==> config.mk <==
export PLATFORM = sky130hd
export DESIGN_NAME = cfd_front
export DESIGN_NICKNAME = d
export VERILOG_FILES = /design/src/rtl/core/cfd_pkg.sv /design/src/rtl/core/cfd_front.sv
export SDC_FILE = /design/constraint.sdc
export NUM_CORES = 1
export LEC_CHECK = 0
export BUFFER_PORTS_ARGS = -buffer_cell sky130_fd_sc_hd__clkbuf_2
export CAP_MARGIN = 20
export CORE_ASPECT_RATIO = 1.2
export CORE_MARGIN = 1
export CORE_UTILIZATION = 41
export DETAILED_ROUTE_END_ITERATION = 8
export GPL_TIMING_DRIVEN = 0
export HOLD_SLACK_MARGIN = 0.1
export PLACE_DENSITY = 0.75
export SYNTH_ARGS = -nofsm -noshare
export SYNTH_HDL_FRONTEND = slang
export SYNTH_SLANG_ARGS = --single-unit
==> constraint.sdc <==
create_clock -name clk -period 35 [get_ports clk]
set_clock_uncertainty 0.05 [all_clocks]
set_input_delay 3.5 -clock clk [delete_from_list [all_inputs] [get_ports clk]]
set_output_delay 3.5 -clock clk [all_outputs]
set_load 0.05 [all_outputs]
==> src/rtl/core/cfd_pkg.sv <==
// Shared types and constants for the dielectric Coulomb pair force core.
// No dependencies; cfd_front, cfd_back and the top level import this package.
`default_nettype none

package cfd_pkg;

	// Default module parameters
	localparam int FRAC_BITS_DEF = 16;
	localparam int ACC_WIDTH_DEF = 48;

	// Fixed widths of the ports
	localparam int OUT_W      = 48;
	localparam int CFG_IDX_W  = 3;
	localparam int CFG_DATA_W = 32;
	localparam int FACTOR_W   = 17;

	// round(2^32 / (4 * sqrt(pi)))
	localparam logic [63:0] INV_4_ROOT_PI_Q32 = 64'd605793953;

	// Item kinds on the input port
	localparam logic [1:0] KIND_HDR  = 2'd0;
	localparam logic [1:0] KIND_SELF = 2'd1;
	localparam logic [1:0] KIND_NBR  = 2'd2;

	// Operations after classification
	localparam logic [1:0] OP_HDR  = 2'd0;
	localparam logic [1:0] OP_SELF = 2'd1;
	localparam logic [1:0] OP_NBR  = 2'd2;
	localparam logic [1:0] OP_NONE = 2'd3;

	// Configuration register indexes
	localparam logic [CFG_IDX_W-1:0] CFG_COULOMB = 3'd0;
	localparam logic [CFG_IDX_W-1:0] CFG_FACTOR0 = 3'd1;
	localparam logic [CFG_IDX_W-1:0] CFG_FACTOR1 = 3'd2;
	localparam logic [CFG_IDX_W-1:0] CFG_FACTOR2 = 3'd3;
	localparam logic [CFG_IDX_W-1:0] CFG_FACTOR3 = 3'd4;

	// One classified word in the queue between front and back
	typedef struct packed {
		logic [1:0]  op;
		logic [31:0] vec_x;
		logic [31:0] vec_y;
		logic [31:0] vec_z;
		logic [31:0] charge;
		logic [31:0] permittivity;
		logic [1:0]  special_class;
		logic [31:0] curvature;
		logic [31:0] area;
		logic [31:0] pair_cutoff_sq;
		logic [31:0] pair_scale;
		logic        last;
	} item_t;

endpackage

`default_nettype wire

==> src/rtl/core/cfd_front.sv <==
// Input side of the core: accepts words, classifies the kind and holds
// them in a two-entry queue for the back end. Depends on cfd_pkg.
`default_nettype none

module cfd_front import cfd_pkg::*; (
	input  wire logic        clk,
	input  wire logic        arst_n,
	input  wire logic        in_valid,
	output logic             in_ready,
	input  wire logic [1:0]  kind,
	input  wire logic [31:0] vec_x,
	input  wire logic [31:0] vec_y,
	input  wire logic [31:0] vec_z,
	input  wire logic [31:0] charge,
	input  wire logic [31:0] permittivity,
	input  wire logic [1:0]  special_class,
	input  wire logic [31:0] curvature,
	input  wire logic [31:0] area,
	input  wire logic [31:0] pair_cutoff_sq,
	input  wire logic [31:0] pair_scale,
	input  wire logic        last,
	input  wire logic        pop,
	output logic             head_valid,
	output item_t            head
);

	item_t       ent_q [2];
	logic        wr_ptr_q;
	logic        rd_ptr_q;
	logic [1:0]  cnt_q;
	item_t       cls;
	logic        push;

	// Classify the incoming word
	always_comb begin
		cls.vec_x          = vec_x;
		cls.vec_y          = vec_y;
		cls.vec_z          = vec_z;
		cls.charge         = charge;
		cls.permittivity   = permittivity;
		cls.special_class  = special_class;
		cls.curvature      = curvature;
		cls.area           = area;
		cls.pair_cutoff_sq = pair_cutoff_sq;
		cls.pair_scale     = pair_scale;
		cls.last           = last;
		case (kind)
			KIND_HDR:  cls.op = OP_HDR;
			KIND_SELF: cls.op = OP_SELF;
			KIND_NBR:  cls.op = OP_NBR;
			default:   cls.op = OP_NONE;
		endcase
	end

	assign in_ready   = (cnt_q != 2'd2);
	assign push       = in_valid && in_ready;
	assign head_valid = (cnt_q != 2'd0);
	assign head       = ent_q[rd_ptr_q];

	// Store pushed words
	always_ff @(posedge clk) begin
		if (push) begin
			ent_q[wr_ptr_q] <= cls;
		end
	end

	// Advance pointers and count
	always_ff @(posedge clk or negedge arst_n) begin
		if (!arst_n) begin
			wr_ptr_q <= 1'b0;
			rd_ptr_q <= 1'b0;
			cnt_q    <= 2'd0;
		end else begin
			if (push) begin
				wr_ptr_q <= ~wr_ptr_q;
			end
			if (pop) begin
				rd_ptr_q <= ~rd_ptr_q;
			end
			cnt_q <= cnt_q + {1'b0, push} - {1'b0, pop};
		end
	end

	a_cnt_bound: assert property (@(posedge clk) disable iff (!arst_n) cnt_q != 2'd3)
		else $error("queue count out of range");
	a_pop_nonempty: assert property (@(posedge clk) disable iff (!arst_n)
		pop |-> cnt_q != 2'd0)
		else $error("pop from empty queue");

endmodule

`default_nettype wire

==> run metrics, run 1 <==
outcome=finished clean; Initial Util=0.416; clk_lat worst skew=600 ps; DRC viols=0; hold path depth=1; First-pass DRT Iterations=4; total CTS buffers=56; Placed Area=26600 um2; Yosys cell types=19; Final Core Density=0.526; Net Sw Power=1.18 mW; Num Clock Sinks=590; Die H=around 260 um; P&R area growth vs syn=26.3%; YS warnings=0; Max Fclk=176 MHz; largest net degree at the start of global routing=67; Hold EP=cnt_q[0]; Worst Reg-to-Reg Cells=8; Mapped Area=22400 um2; Max Slew Vio Count=0; Crit Reg-Reg Endpoint=ent_q[0][79]; normalized max-slew margin=0.606; Worst Hold Class=reg -> reg; # nets final=1891; dpl hpwl=35.0 mm; Setup TNS=0 ps; mean post-synth cell area=24.1 um2; core area=53900 um2; Hold Buf Count CTS=0; Root Driver=clkbuf_16; most frequent cells in the layout=589 x clkbuf_2, 586 x edfxtp_1, 260 x mux2_4; Gates resized, CTS repair=0; Hold Violations, Final=0; Yosys top cell by area=edfxtp_1; CP Launch Type=flop; Mapped Nets=1229; Row Count=between 90 and 100; worst r2r src=cnt_q[0]; wire per inst=20.3 um; final wirelength=47.8 mm; Tmin final=5690 ps; synthesized flop and latch total=about 600; clk buf depth=3; vias in the first global route=11900; Total Routing Usage GR=0.165; clock power share=0.195; Via Count=11100; largest cells by area after synthesis=edfxtp_1 78%, mux2_4 17%, mux2_2 1.7%, buf_6 1.5%, dfrtp_1 0.45%; CP Data Arrival Time=2140 ps; GPL Wtd Cong=0.793; Reg power frac=0.349; crit end category=output pin; die area=between 50000 and 60000 um2; gr ovfl total=0; critical path class=reg -> out; io pins=between 500 and 600; power density cells=101 nW/um2; I/O Buffers=between 500 and 600; setup violation total in the final timing report=0; share of layout cells above drive strength 1=0.614; cell area after layout=28300 um2; area share of the largest cell type after synthesis=0.784; synthesized instance count=931; post-CTS setup buffers=0; Required @ worst endpoint=31450 ps; Static Leak=about 11 nW; commonest non-fill, non-tap cell in the layout=clkbuf_2; switching part of the total=0.411; width of the die=around 220 um; combinational share of power=0.456; worst-margin pin slew=589 ps; H-tree Lvls=2; antenna-violating nets left=0; RSZ-0062 raised after global routing=false; vias per cell=4.74; CTS tree=done; maxcap violations=0; VDD IR-drop max=0.0713 mV; cell internal pwr=1.69 mW; Hold Startpoint=cnt_q[0]; R2R Setup Slk=32170 ps; sequential area share after synthesis=0.789; first-pass GRT wire length=69.3 mm; clock-pin slew on the worst setup and hold paths=60 ps; crit-path max FO=10; initial antenna violation count=9; Initial DRC Count=around 550; Tcrit/Tclk final=0.163
-- critical path: stages, from the launching register on --
cell      delay (ps)
dfrtp_1          340
buf_6            150
buf_6            210
buf_6            210
mux2_4           370
clkbuf_2         260
-- cell usage after synthesis --
cell,count
a21bo_2,1
a21oi_1,1
and3_1,1
buf_2,3
buf_6,29
buf_8,1
clkbuf_1,2
dfrtp_1,4
edfxtp_1,586
ha_1,1
mux2_2,33
mux2_4,260
nand2_1,1
nand2b_1,1
nor2_1,1
nor3b_1,1
or2_2,1
xnor2_1,3
xor2_1,1
-- cell families (layout without fill, tap and decap cells) --
kind of cell / after synthesis / in the layout / synth area share
other: 0 / 4 / 0
and+or+nand+nor: 6 / 6 / 0.00151
muxes: 293 / 293 / 0.191
xor gates and xnor gates: 4 / 4 / 0.00156
adders and majority gates: 1 / 1 / 0.000558
DFF: 590 / 590 / 0.789
AOI/OAI and AO/OA: 2 / 2 / 0.000669
buffers and inverters: 35 / 742 / 0.0162
-- state kept, by name (all words and copies together) (netlist names) --
| name | count |
|---|---|
| rd_ptr_q | 1 |
| ent_q | 586 |
| wr_ptr_q | 1 |
| cnt_q | 2 |
-- metrics by stage --
stage          hold slack, ps  instances  setup slack (ps)  total power, mW
2_1_floorplan             411        931             18230             2.10
3_3_place_gp              428       2232             11820             2.40
3_5_place_dp              498       2247             29100             2.33
4_1_cts                   512       2350             29210             2.90
5_1_grt                   530       2353             29190             2.96
6_report                  510       2354             29310             2.87
-- area by class of cell --
class,count,area [um2]
Antenna cell,4,10.0
Multi-Input combinational cell,306,4380
Fill cell,4257,25500
Clock buffer,71,1480
Clock inverter,32,209
Sequential cell,590,17700
Timing Repair Buffer,604,3290
Buffer,35,364
Tap cell,712,891
-- metal layers --
layer | global-route usage | share of wire | vias to the layer above
met3 | 0.0505 | 0.074 | 112
met5 | 0 | 0.00048 | -
met4 | 0.0737 | 0.039 | 4
met2 | 0.297 | 0.53 | 453
li1 | - | - | 5067
met1 | 0.178 | 0.36 | 5511
-- power by group through the flow --
stage	clock network, mW	registers [mW]	logic [mW]
2_1_floorplan	0	1.08	1.02
3_3_place_gp	0	1.12	1.28
3_5_place_dp	0	1.02	1.32
4_1_cts	0.574	1.00	1.32
5_1_grt	0.597	1.01	1.35
6_report	0.559	1.00	1.31
-- worst max-delay path by stage --
| stage | startpoint | endpoint | cells past startpoint |
|---|---|---|---|
| finish | rd_ptr_q | head[122] | 5 |
| global route | rd_ptr_q | head[122] | 5 |
| CTS | rd_ptr_q | head[122] | 5 |
| detailed placement | in_valid | ent_q[0][193] | 8 |
| global placement | in_valid | ent_q[0][73] | 3 |
| floorplan | in_valid | ent_q[0][0] | 2 |
(Power assumes the default switching activity.)
==> run 2: changes to the inputs <==
- clock period: 35 -> 5.5 ns (I/O delays scaled with it)
==> run 2 against run 1 <==
Worst setup slack worse by 27000 ps. Via count increased by 12%. Non-clock buffer count grew 290. First-iteration DRC count is 14% higher. Wire length rose by 14%.
==> run metrics, run 2 (synthesized netlist as in run 1, its figures left out) <==
antenna-violating nets left=0; DRC viols=0; crit end category=output pin; fin worst setup slack=2740 ps; Tcrit/Tclk final=0.501; Hold Violations, Final=0; width of the die=216 um; die area=55700 um2; vias per cell=4.72; critical path class=reg -> out; max reg flops=586; Row Count=93; normalized max-slew margin=0.394; CTS tree=done; clock-pin slew on the worst setup and hold paths=60 ps; Total Routing Usage GR=0.189; Tmin final=2760 ps; crit-path max FO=10; power density cells=601 nW/um2; initial antenna violation count=9; Via Count=12500; io pins=~590; final wirelength=between 50 and 60 mm; placed cell count=2246; Top Registers=ent_q (586), cnt_q (2); delay-heaviest family, CP=buffers and inverters; GPL Wtd Cong=between 0.8 and 0.9; Initial Util=0.416; commonest non-fill, non-tap cell in the layout=clkbuf_2; core area=53900 um2; max incr delay on CP=360 ps; Placed Area=26600 um2; outcome=finished clean; Gates resized, CTS repair=0; first-pass GRT wire length=80.2 mm; First-pass DRT Iterations=5; worst slack at placement=2790 ps; Max Fclk=363 MHz; Required @ worst endpoint=4900 ps; cell area after layout=approximately 31000 um2; Initial DRC Count=625; maxcap violations=0; Static Leak=around 13 nW; # nets final=between 2000 and 2500; RSZ-0062 raised after global routing=false; Final Core Density=0.583; wire per inst=20.5 um; crit-path cells=buf_6 > buf_6 > buf_6 > mux2_4 > clkbuf_2; CP Launch Type=flop; largest net degree at the start of global routing=just under 70; Num Clock Sinks=590; non-filler cells, final=between 2000 and 3000; vias in the first global route=13800; worst-margin pin slew=906 ps; dpl hpwl=approximately 35 mm; total CTS buffers=56; post-layout power=18.9 mW; Max Slew Vio Count=0; Worst Path Buf+Inv=4; Worst Hold Class=in -> reg; Root Driver=clkbuf_16; hold_ws=146 ps; most used cell, CP=buf_6; Worst path slowest cell=mux2_4; P&R area growth vs syn=40.0%; clk_lat worst skew=590 ps; most frequent cells in the layout=589 x clkbuf_2, 586 x edfxtp_1, 291 x dlygate4sd3_1; setup violation total in the final timing report=0; gr ovfl total=0; VDD IR-drop max=0.427 mV; Setup TNS=0 ps; share of layout cells above drive strength 1=0.528; clk buf depth=3; CP Data Arrival Time=~2200 ps; Fill cells=about 3800; H-tree Lvls=2; Die H=258 um; I/O Buffers=589; Biggest register=ent_q
-- run 2: cell types whose count changed in the layout (fill, tap and decap cells not counted), moves of 2 or more --
cell / before / now
dlygate4sd3_1: 0 / 291
clkinv_4: 1 / 3
clkinv_2: 7 / 10
diode_2: 4 / 8
bufinv_16: 2 / 7
clkinv_1: 17 / 12
clkbuf_1: 16 / 11
-- run 2: worst paths after layout --
check | startpoint | endpoint | slack (ps) | cells after the start
min in group asynchronous | arst_n | cnt_q[1] | 290 | 2
worst min-delay path | vec_y[31] | ent_q[0][258] | 150 | 1
worst max-delay path | rd_ptr_q | head[114] | 2740 | 5
max in group asynchronous | arst_n | wr_ptr_q | 4980 | 2
worst min register to register | wr_ptr_q | wr_ptr_q | 510 | 1
worst max register to register | cnt_q[0] | ent_q[0][159] | 2920 | 6
-- run 2: cell type report --
| type | count | area, um2 | area share |
|---|---|---|---|
| Antenna cell | 8 | 20.0 | 0.000638 |
| Buffer | 35 | 364 | 0.0116 |
| Clock buffer | 66 | 1460 | 0.0465 |
| Clock inverter | 38 | 385 | 0.0123 |
| Multi-Input combinational cell | 306 | 4400 | 0.140 |
| Sequential cell | 590 | 17700 | 0.564 |
| Tap cell | 712 | 891 | 0.0284 |
| Timing Repair Buffer | 894 | 6180 | 0.197 |
-- run 2: power breakdown --
part | internal, mW | switching (mW) | leakage, nW | total (mW)
clock | 2.23 | 1.65 | 0.907 | 3.88
combinational | 2.75 | 5.84 | 6.31 | 8.59
sequential | 6.14 | 0.256 | 5.50 | 6.39
-- run 2: what timing repair did --
| action | in CTS | in global routing |
|---|---|---|
| buffers inserted | 0 | 0 |
| hold buffers | 291 | 0 |
| endpoints found under the hold margin | 583 | 0 |
-- run 2: metal layers --
metal	routed length, um	vias to the layer above	share of wire	track usage
met5	13	-	0.00024	0
met4	2390	2	0.044	0.0908
met3	3280	126	0.060	0.0435
met2	29100	509	0.53	0.349
met1	19600	6222	0.36	0.204
li1	-	5648	-	-
